[src/rtl/core/blesd_pkg.sv]
// Package for the session controller and control decoder.
// Holds phase, command, event and register codes, reset values and packet decode functions.
// No dependencies.
package blesd_pkg;

  localparam int TimeW = 48;
  localparam int CfgAddrW = 4;
  localparam int CfgDataW = 32;

  typedef enum logic [1:0] {
    PH_IDLE   = 2'd0,
    PH_WAIT   = 2'd1,
    PH_STREAM = 2'd2
  } phase_e;

  typedef enum logic [2:0] {
    CMD_NONE      = 3'd0,
    CMD_VR_MODE   = 3'd1,
    CMD_SENSOR    = 3'd2,
    CMD_KEEPALIVE = 3'd3,
    CMD_OFF       = 3'd4
  } cmd_e;

  typedef enum logic [1:0] {
    REG_ACK_WAIT     = 2'd0,
    REG_KEEPALIVE    = 2'd1,
    REG_SILENCE      = 2'd2,
    REG_MAX_RESTARTS = 2'd3
  } reg_e;

  // event codes; higher codes are ignored notifications
  localparam logic [2:0] MODE_TICK   = 3'd0;
  localparam logic [2:0] MODE_START  = 3'd1;
  localparam logic [2:0] MODE_CLOSE  = 3'd2;
  localparam logic [2:0] MODE_ECHO   = 3'd3;
  localparam logic [2:0] MODE_PACKET = 3'd4;

  localparam logic [15:0] ACK_WAIT_RST     = 16'd4000;
  localparam logic [15:0] KEEPALIVE_RST    = 16'd10000;
  localparam logic [15:0] SILENCE_RST      = 16'd3000;
  localparam logic [3:0]  MAX_RESTARTS_RST = 4'd2;

  localparam logic [7:0] ECHO_VR_FIRST  = 8'h08;
  localparam logic [7:0] ECHO_VR_SECOND = 8'h00;
  localparam logic [3:0] TOUCH_DOWN     = 4'h1;
  localparam logic [9:0] POS_MAX        = 10'd320;
  localparam logic [6:0] BATT_MAX       = 7'd100;
  localparam logic signed [10:0] AXIS_CENTER = 11'sd160;
  localparam logic signed [15:0] AXIS_SAT    = 16'sh7FFF;
  // ceil(2^18 / 5), exact for quotients of values below 2^18
  localparam logic [15:0] RECIP_5 = 16'd52429;

  function automatic logic [8:0] clamp_pos(input logic [9:0] v);
    logic [8:0] r;
    r = (v > POS_MAX) ? POS_MAX[8:0] : v[8:0];
    return r;
  endfunction

  // (v-160)*32767/160 truncated toward zero, saturated at the top
  function automatic logic signed [15:0] touch_axis(input logic [9:0] v);
    logic signed [10:0] d;
    logic [10:0]        dneg;
    logic [7:0]         mag;
    logic [22:0]        scaled;
    logic [17:0]        m;
    logic [33:0]        prod;
    logic [15:0]        q;
    logic signed [15:0] r;
    d      = signed'({1'b0, v}) - AXIS_CENTER;
    dneg   = 11'(-d);
    mag    = d[10] ? dneg[7:0] : d[7:0];
    scaled = {mag, 15'd0} - 23'(mag);
    m      = scaled[22:5];
    prod   = 34'(m) * 34'(RECIP_5);
    q      = prod[33:18];
    if (d > AXIS_CENTER) begin
      r = AXIS_SAT;
    end else if (d[10]) begin
      r = -signed'(q);
    end else begin
      r = signed'(q);
    end
    return r;
  endfunction

endpackage

[src/rtl/core/ble_controller_session_decoder.sv]
// Session controller and control decoder: phase and deadline logic, packet field decode.
// Depends on blesd_pkg.
// An accepted event passes through the input register and then the result register.
// Throughput: one event per cycle; both stages advance whenever the result register is free
// or being drained. Reset clears the phase, deadlines, counters, flags and both stage valids,
// and loads the configuration registers with their default values.
module ble_controller_session_decoder
  import blesd_pkg::*;
(
  input  logic                clk_i,
  input  logic                rst_ni,
  input  logic                psel,
  input  logic                penable,
  input  logic                pwrite,
  input  logic [CfgAddrW-1:0] paddr,
  input  logic [CfgDataW-1:0] pwdata,
  output logic [CfgDataW-1:0] prdata,
  output logic                pready,
  input  logic                in_valid_i,
  output logic                in_ready_o,
  input  logic [2:0]          mode_i,
  input  logic [TimeW-1:0]    now_ms_i,
  input  logic [7:0]          echo_first_i,
  input  logic [7:0]          echo_second_i,
  input  logic [7:0]          touch_status_byte_i,
  input  logic [7:0]          touch_mid_byte_i,
  input  logic [7:0]          touch_low_byte_i,
  input  logic [7:0]          button_byte_i,
  input  logic [7:0]          battery_byte_i,
  output logic                out_valid_o,
  input  logic                out_ready_i,
  output logic [2:0]          command_o,
  output logic                release_controls_o,
  output logic                link_failed_o,
  output logic                link_ready_o,
  output logic                controls_valid_o,
  output logic                finger_down_o,
  output logic [8:0]          touch_x_pos_o,
  output logic [8:0]          touch_y_pos_o,
  output logic signed [15:0]  axis_x_o,
  output logic signed [15:0]  axis_y_o,
  output logic [5:0]          buttons_o,
  output logic [6:0]          battery_pct_o
);

  // configuration
  logic [15:0] ack_wait_q, keepalive_q, silence_q;
  logic [3:0]  max_restarts_q;
  logic        cfg_wr;
  reg_e        cfg_idx;

  assign pready  = 1'b1;
  assign cfg_wr  = psel && penable && pwrite && pready;
  assign cfg_idx = reg_e'(paddr[3:2]);

  always_ff @(posedge clk_i or negedge rst_ni) begin
    if (!rst_ni) begin
      ack_wait_q     <= ACK_WAIT_RST;
      keepalive_q    <= KEEPALIVE_RST;
      silence_q      <= SILENCE_RST;
      max_restarts_q <= MAX_RESTARTS_RST;
    end else if (cfg_wr) begin
      unique case (cfg_idx)
        REG_ACK_WAIT:     ack_wait_q     <= pwdata[15:0];
        REG_KEEPALIVE:    keepalive_q    <= pwdata[15:0];
        REG_SILENCE:      silence_q      <= pwdata[15:0];
        REG_MAX_RESTARTS: max_restarts_q <= pwdata[3:0];
        default: ;
      endcase
    end
  end

  always_comb begin
    unique case (cfg_idx)
      REG_ACK_WAIT:     prdata = CfgDataW'(ack_wait_q);
      REG_KEEPALIVE:    prdata = CfgDataW'(keepalive_q);
      REG_SILENCE:      prdata = CfgDataW'(silence_q);
      REG_MAX_RESTARTS: prdata = CfgDataW'(max_restarts_q);
      default:          prdata = '0;
    endcase
  end

  // input register
  logic             in_vld_q;
  logic [2:0]       mode_q;
  logic [TimeW-1:0] now_q;
  logic [7:0]       echo1_q, echo2_q, b54_q, b55_q, b56_q, b58_q, b59_q;
  logic             out_vld_q;
  logic             fire;

  assign fire       = in_vld_q && (!out_vld_q || out_ready_i);
  assign in_ready_o = !in_vld_q || fire;

  always_ff @(posedge clk_i or negedge rst_ni) begin
    if (!rst_ni) begin
      in_vld_q <= 1'b0;
    end else if (in_ready_o) begin
      in_vld_q <= in_valid_i;
    end
  end

  always_ff @(posedge clk_i) begin
    if (in_valid_i && in_ready_o) begin
      mode_q  <= mode_i;
      now_q   <= now_ms_i;
      echo1_q <= echo_first_i;
      echo2_q <= echo_second_i;
      b54_q   <= touch_status_byte_i;
      b55_q   <= touch_mid_byte_i;
      b56_q   <= touch_low_byte_i;
      b58_q   <= button_byte_i;
      b59_q   <= battery_byte_i;
    end
  end

  // session state
  phase_e           phase_q, phase_d;
  logic [TimeW-1:0] next_dl_q, next_dl_d, sil_dl_q, sil_dl_d;
  logic [3:0]       restarts_q, restarts_d;
  logic             ready_q, ready_d, failed_q, failed_d;

  logic [TimeW-1:0] now_ack, now_ka, now_sil, nd_ka;
  logic [9:0]       tx, ty;
  logic             touching;

  assign now_ack  = now_q + TimeW'(ack_wait_q);
  assign now_ka   = now_q + TimeW'(keepalive_q);
  assign now_sil  = now_q + TimeW'(silence_q);
  assign nd_ka    = next_dl_q + TimeW'(keepalive_q);
  assign tx       = {b54_q[3:0], b55_q[7:2]};
  assign ty       = {b55_q[1:0], b56_q};
  assign touching = (b54_q[7:4] == TOUCH_DOWN);

  cmd_e              cmd;
  logic              rel, cv, finger;
  logic [8:0]        xpos, ypos;
  logic signed [15:0] ax, ay;
  logic [5:0]        btn;
  logic [6:0]        batt;

  always_comb begin
    phase_d    = phase_q;
    next_dl_d  = next_dl_q;
    sil_dl_d   = sil_dl_q;
    restarts_d = restarts_q;
    ready_d    = ready_q;
    failed_d   = failed_q;
    cmd        = CMD_NONE;
    rel        = 1'b0;
    cv         = 1'b0;
    finger     = 1'b0;
    xpos       = '0;
    ypos       = '0;
    ax         = '0;
    ay         = '0;
    btn        = '0;
    batt       = '0;
    case (mode_q)
      MODE_TICK: begin
        if (phase_q == PH_WAIT && now_q >= next_dl_q) begin
          cmd       = CMD_SENSOR;
          phase_d   = PH_STREAM;
          next_dl_d = now_ka;
          sil_dl_d  = now_sil;
        end else if (phase_q == PH_STREAM && now_q >= sil_dl_q) begin
          if (restarts_q >= max_restarts_q) begin
            phase_d  = PH_IDLE;
            failed_d = 1'b1;
          end else begin
            restarts_d = restarts_q + 4'd1;
            rel        = 1'b1;
            cmd        = CMD_VR_MODE;
            phase_d    = PH_WAIT;
            next_dl_d  = now_ack;
          end
        end else if (phase_q == PH_STREAM && now_q >= next_dl_q) begin
          cmd       = CMD_KEEPALIVE;
          // catch up when the schedule has fallen behind
          next_dl_d = (nd_ka <= now_q) ? now_ka : nd_ka;
        end
      end
      MODE_START: begin
        cmd       = CMD_VR_MODE;
        phase_d   = PH_WAIT;
        next_dl_d = now_ack;
      end
      MODE_CLOSE: begin
        cmd     = CMD_OFF;
        phase_d = PH_IDLE;
      end
      MODE_ECHO: begin
        if (phase_q == PH_WAIT && echo1_q == ECHO_VR_FIRST && echo2_q == ECHO_VR_SECOND) begin
          cmd       = CMD_SENSOR;
          phase_d   = PH_STREAM;
          next_dl_d = now_ka;
          sil_dl_d  = now_sil;
        end
      end
      MODE_PACKET: begin
        cv = 1'b1;
        if (touching) begin
          finger = 1'b1;
          xpos   = clamp_pos(tx);
          ypos   = clamp_pos(ty);
          ax     = touch_axis(tx);
          ay     = touch_axis(ty);
        end
        btn  = b58_q[5:0];
        batt = (b59_q > 8'(BATT_MAX)) ? BATT_MAX : b59_q[6:0];
        if (phase_q == PH_STREAM) begin
          ready_d    = 1'b1;
          restarts_d = '0;
          sil_dl_d   = now_sil;
        end
      end
      default: ;
    endcase
  end

  always_ff @(posedge clk_i or negedge rst_ni) begin
    if (!rst_ni) begin
      phase_q    <= PH_IDLE;
      next_dl_q  <= '0;
      sil_dl_q   <= '0;
      restarts_q <= '0;
      ready_q    <= 1'b0;
      failed_q   <= 1'b0;
    end else if (fire) begin
      phase_q    <= phase_d;
      next_dl_q  <= next_dl_d;
      sil_dl_q   <= sil_dl_d;
      restarts_q <= restarts_d;
      ready_q    <= ready_d;
      failed_q   <= failed_d;
    end
  end

  // result register
  always_ff @(posedge clk_i or negedge rst_ni) begin
    if (!rst_ni) begin
      out_vld_q <= 1'b0;
    end else if (fire) begin
      out_vld_q <= 1'b1;
    end else if (out_ready_i) begin
      out_vld_q <= 1'b0;
    end
  end

  always_ff @(posedge clk_i) begin
    if (fire) begin
      command_o          <= cmd;
      release_controls_o <= rel;
      link_failed_o      <= failed_d;
      link_ready_o       <= ready_d;
      controls_valid_o   <= cv;
      finger_down_o      <= finger;
      touch_x_pos_o      <= xpos;
      touch_y_pos_o      <= ypos;
      axis_x_o           <= ax;
      axis_y_o           <= ay;
      buttons_o          <= btn;
      battery_pct_o      <= batt;
    end
  end

  assign out_valid_o = out_vld_q;

endmodule
[config.mk]
export PLATFORM = sky130hd
export DESIGN_NAME = ble_controller_session_decoder
export DESIGN_NICKNAME = d
export VERILOG_FILES = /design/src/rtl/core/blesd_pkg.sv /design/src/rtl/core/ble_controller_session_decoder.sv
export SDC_FILE = /design/constraint.sdc
export NUM_CORES = 2
export LEC_CHECK = 0
export BUFFER_PORTS_ARGS = -buffer_cell sky130_fd_sc_hd__buf_4
export CAP_MARGIN = 0
export CORE_MARGIN = 2
export CORE_UTILIZATION = 35
export DETAILED_ROUTE_END_ITERATION = 12
export PLACE_DENSITY = 0.61
export SYNTH_ARGS = -nofsm -noshare
export SYNTH_HDL_FRONTEND = slang
export SYNTH_SLANG_ARGS = --single-unit
[constraint.sdc]
create_clock -name clk_i -period 15.4 [get_ports clk_i]
set_clock_uncertainty 0.1 [all_clocks]
set_input_delay 0.77 -clock clk_i [delete_from_list [all_inputs] [get_ports clk_i]]
set_output_delay 0.77 -clock clk_i [all_outputs]
set_load 0.05 [all_outputs]
Word level (Yosys, flattened, before mapping)
Index checks and enable logic that the tools add are counted.

Bits in registers: 334. RAM bits: 0. Output and inout port bits: 106. Memories kept: 0. Logic and storage cells: 170. Bits in latches: 0. Bits in read-only memories: 0.

Multiplexer cells: 48. Bitwise logic cells: 4. Div/mod/pow operators: 0. Eq/ne operators: 20. Magnitude comparators: 9. Shifts and indexed selects: 0. Reduce and logical (&&, ||, !) cells: 36. $mul: 2. Add/sub/neg operators: 13.

Operator list (number): 48-bit two-way mux (9); 48-bit case mux with 3 select lines (2); 48-bit by 16-bit adder with 48-bit output (4); 32-bit case mux with 4 select lines (1); 48-bit greater-or-equal comparator (2); 18-bit by 16-bit multiplier with 34-bit output, second input constant (2); 48-bit <= comparator (1); 23-bit by 8-bit subtractor with 23-bit output (2); 16-bit two-way mux (2); 16-bit negation (2); 15-bit two-way mux (2); 11-bit by 9-bit greater-than comparator with 1-bit output, second input constant (2); 10-bit by 8-bit subtractor with 11-bit output, second input constant (2); 10-bit by 9-bit greater-than comparator with 1-bit output, second input constant (2); 9-bit two-way mux (2); 4-bit two-way mux (4); 8-bit two-way mux (2); 8-bit negation (2); 3-bit OR reduction (5); 1-bit two-way mux (13); 2-bit inequality test, second input constant (6); 3-bit case mux with 4 select lines (1); 2-bit two-way mux (5); 2-bit AND reduction (5); 30 further kinds (52).

Logic depth before layout (Yosys ltp)
Depth after elaboration: 8. Mapped depth: 41. Gate-level depth less buffers: 38.

Least setup slack after synthesis
OpenSTA, ideal clock, no wires.

Kind: reg2reg. Start point: register b55_q[2]. End point: register axis_x_o[15] (data pin). Setup time: 270 ps. Path slack: 6077 ps. Cell stages (with the launch flop): 38. Buffers on the path: 1. Clock period less this slack: 9323 ps. Data arrival time: 8953 ps. Cells stage by stage: edfxtp_1 -> inv_1 -> ha_1 -> nand2b_1 -> clkbuf_1 -> nor3_1 -> a21oi_1 -> xnor2_1 -> nor3_1 -> nand2_1 -> inv_1 -> and2_1 -> a21oi_1 -> o22ai_1 -> xor2_1 -> ha_1 -> ha_1 -> inv_1 -> [2 not listed] -> fa_1 -> fa_1 -> inv_1 -> fa_1 -> inv_1 -> ha_1 -> and3_1 -> a311oi_1 -> o221ai_1 -> a221oi_1 -> a21o_1 -> and3_1 -> o21bai_2 -> mux2_1 -> and4b_1 -> mux2i_1 -> nor4_1 -> a21oi_1.

Cells in the longest elaborated chain, start to end: 7. Elaborated cells on any way between the ends: 9.

Ends and longest elaborated chain: start, declared (RTL line ble_controller_session_decoder.sv:87) `logic [7:0] echo1_q, echo2_q, b54_q, b55_q, b56_q, b58_q, b59_q;`; start signal, assigned (RTL line ble_controller_session_decoder.sv:109) `b55_q <= touch_mid_byte_i;`; 10-bit by 8-bit subtractor with 11-bit output (*) (RTL line blesd_pkg.sv:69) `d = signed'({1'b0, v}) - AXIS_CENTER;`; 8-bit negation (RTL line blesd_pkg.sv:70) `dneg = 11'(-d);`; 8-bit two-way mux (RTL line blesd_pkg.sv:71) `mag = d[10] ? dneg[7:0] : d[7:0];`; 23-bit by 8-bit subtractor with 23-bit output (RTL line blesd_pkg.sv:72) `scaled = {mag, 15'd0} - 23'(mag);`; 18-bit by 16-bit multiplier with 34-bit output (RTL line blesd_pkg.sv:74) `prod = 34'(m) * 34'(RECIP_5);`; 16-bit negation (RTL line blesd_pkg.sv:79) `r = -signed'(q);`; 16-bit two-way mux (RTL line blesd_pkg.sv:78) `end else if (d[10]) begin`; end signal, assigned (RTL line ble_controller_session_decoder.sv:259) `axis_x_o <= ax;`; end, declared (RTL line ble_controller_session_decoder.sv:40) `output logic signed [15:0] axis_x_o,`.

Every way passes the cells marked *; elsewhere a longest branch is shown, timed or not. A chain may end at the register's enable or synchronous reset.

Worst setup path after layout
Start point: register b55_q[7]. End point: register axis_x_o[15] (data pin).

The elaborated chain is that of the path after synthesis.

==> flow_metrics.py <==
metrics = {
    "cts": {
        "clk_latency_ns": 0.63,
        "clock_path_buffers": 3,
        "cts_inserted_buffers": 44,
        "cts_tree": "built",
        "cts_setup_buffers": 0,
        "cts-root-buf": "clkbuf_16",
        "hold_buffers": 0,
        "clk_pin_slew_ns": 0.06,
        "htreeDepth": 2,
        "cts_resized": 0,
        "cts.sinks": 334,
    },
    "worst_setup_path": {
        "crit_type": "register to register",
        "start_kind": "register",
        "cp_slowest_cell": "o31ai_1",
        "timing.critical_path.mode_cell": "inv_1",
        "reg2reg_depth": 33,
        "crit_arrival_ns": 11.56,
        "r2r_start": "b55_q[7]",
        "worstPathRequired_ns": 15.63,
        "reg2reg_slack_ns": 4.07,
        "slowest_delay_ns": 0.67,
        "crit_path_end_kind": "register",
        "timing.rr.end": "axis_x_o[15]",
        "cp_max_fo": 15,
    },
    "route": {
        "remaining_drc_errors": 0,
        "antenna_left": 0,
        "dr.pass1.iters": 7,
        "via_per_inst": 5.34,
        "drt-wirelength-per-cell_microns": 19.9,
        "vias": 28150,
        "wl_microns": 105000,
        "first_iter_violations": 1695,
    },
    "yosys": {
        "synthArstFlopShare_pct": 47.3,
        "synth_area_sq_um": 35200,
        "synthTopCellsByArea": "ha_1, edfxtp_1, fa_1",
        "netlist_top_cells_count": "inv_1, ha_1, nand2_1",
        "synth_most_common_cell": "inv_1",
        "synth_enable_flop_cells": 176,
        "ys_types": 99,
        "synthCells": 3748,
        "synth_top_cell_by_area": "ha_1",
        "ys.flop_type": "edfxtp_1",
        "ys_seq_area_share_pct": 26.3,
        "synth.ff_latch_count": 334,
        "synth_warnings": 0,
        "avgSynthCellArea_sq_um": 9.40,
        "synth_top_cell_area_share_pct": 17.8,
    },
    "timing": {
        "setup_tns_ns": 0,
        "setup_violations": 0,
        "post-route-period-util_pct": 73.6,
        "period_needed_ns": 11.33,
        "slew_violations": 0,
        "finalHoldViolCount": 0,
        "tightest_slew_ns": 1.32,
        "clock.fmax_mhz": 88.3,
        "rsz0062_at_grt": "no",
        "max-slew-margin-rel_pct": 11.2,
        "timing.final.ws_setup_ns": 4.07,
    },
    "place": {
        "hpwlAfterDp_microns": 82500,
        "gp_congestion": 0.945,
        "io_buffers": 218,
        "dp_slack_ns": 4.08,
    },
    "die": {
        "die_w_microns": 321,
        "io_pins": 256,
        "start_util_pct": 35.3,
        "coreArea_sq_um": 99900,
        "die_y_microns": 321,
        "die_area_sq_um": 103000,
        "rows": 116,
    },
    "run": {
        "drv_cap": 0,
    },
    "final_layout": {
        "syn_to_final_growth_pct": 13.1,
        "diodes": 0,
        "drive_above_1_share_pct": 11.7,
        "fin_nets": 4778,
    },
    "grt": {
        "antenna_found_initial": 1,
        "gr-usage-all-layers_pct": 20.3,
        "grt_pass1_vias": 28069,
        "grt_max_degree": 88,
        "grt_pass1_wl_microns": 163000,
        "grt-ovfl-total": 0,
    },
    "outcome": {
        "status": "finished clean",
    },
    "min_path": {
        "hp-class": "input pin to asynchronous set/reset pin",
    },
}
==> layout by cell type (no fill, tap or decap), types with 47 or more instances in the layout <==
cell type | synthesis | layout
buf_4 | 17 | 253
nor3_1 | 70 | 70
ha_1 | 501 | 501
xnor2_1 | 184 | 184
a21o_1 | 116 | 116
a21oi_1 | 212 | 212
fa_1 | 190 | 190
nand3_1 | 100 | 100
o21ai_0 | 158 | 158
and2_1 | 48 | 47
dfrtp_1 | 139 | 139
nor2_1 | 183 | 182
nand2_1 | 213 | 213
mux2i_1 | 53 | 53
inv_1 | 535 | 534
mux2_2 | 65 | 65
nand4_1 | 51 | 51
xor2_1 | 69 | 69
edfxtp_1 | 176 | 176
==> how the worst max path moves through the flow <==
stage               slack (ns)  cells past startpoint  startpoint            to
detailed placement        4.08                     33    b55_q[7]  axis_x_o[15]
global placement          4.21                     33    b55_q[7]  axis_x_o[15]
finish                    4.07                     33    b55_q[7]  axis_x_o[15]
floorplan                 6.08                     37    b55_q[2]  axis_x_o[15]
CTS                       4.04                     33    b55_q[7]  axis_x_o[15]
global route              3.13                     33    b55_q[7]  axis_x_o[15]
==> cell families (layout without fill, tap and decap cells) <==
| family | count (synthesis) | count (layout) | share of synthesized area, % |
|---|---|---|---|
| AO/OA/AOI/OAI | 811 | 811 | 15.1 |
| XOR/XNOR | 254 | 254 | 6.34 |
| adder cells (fa/ha/maj) | 691 | 691 | 28.6 |
| buffers and inverters | 663 | 872 | 7.28 |
| flip-flops | 334 | 334 | 26.3 |
| multiplexers | 124 | 124 | 3.90 |
| other | 2 | 17 | 0.0213 |
| AND/OR/NAND/NOR | 869 | 869 | 12.4 |
==> per-layer routing <==
metal | vias up | GRT usage (%) | wire, microns
met1 | 13544 | 26.4 | 45700
li1 | 13508 | - | -
met2 | 897 | 34.0 | 49000
met5 | - | 0 | 0
met4 | 0 | 7.06 | 3780
met3 | 201 | 3.53 | 6640
==> sequential cells by signal (all words and copies together) (netlist names), 9 cells and up <==
name,count
axis_x_o,16
axis_y_o,16
sil_dl_q,48
touch_y_pos_o,9
silence_q,16
next_dl_q,48
keepalive_q,16
now_q,48
ack_wait_q,16
touch_x_pos_o,9
==> critical path: cells and delay by family (launching register included) <==
family | cells | cell delay [ns]
and+or+nand+nor | 7 | 2.51
DFF | 1 | 0.55
AOI/OAI and AO/OA | 12 | 3.51
xor gates and xnor gates | 2 | 0.83
buffers and inverters | 5 | 0.38
adders and majority gates | 7 | 3.14
==> cell type report <==
class,count,area [sq um]
clock inverter,22,265
timing repair buffer,254,1910
sequential,334,9260
multi-input combinational,2766,23500
inverter,537,2020
fill,9861,60000
clock buffer,59,1250
tap,1298,1620
==> through the flow <==
| step | instance area (sq um) | utilization [%] | hold WS (ns) | instances |
|---|---|---|---|---|
| floorplan | 35300 | - | 0.343 | 3763 |
| global placement | 38300 | 38.4 | 0.350 | 5189 |
| detailed placement | 38300 | 38.4 | 0.356 | 5189 |
| CTS | 39800 | 39.9 | 0.158 | 5270 |
| global route | 39800 | 39.9 | 0.171 | 5270 |
| finish | 39800 | 39.9 | 0.164 | 5270 |
Power is left out: the tool's default activity adds up to more than one toggle a clock period on the data nets, which glitch-free logic cannot reach.
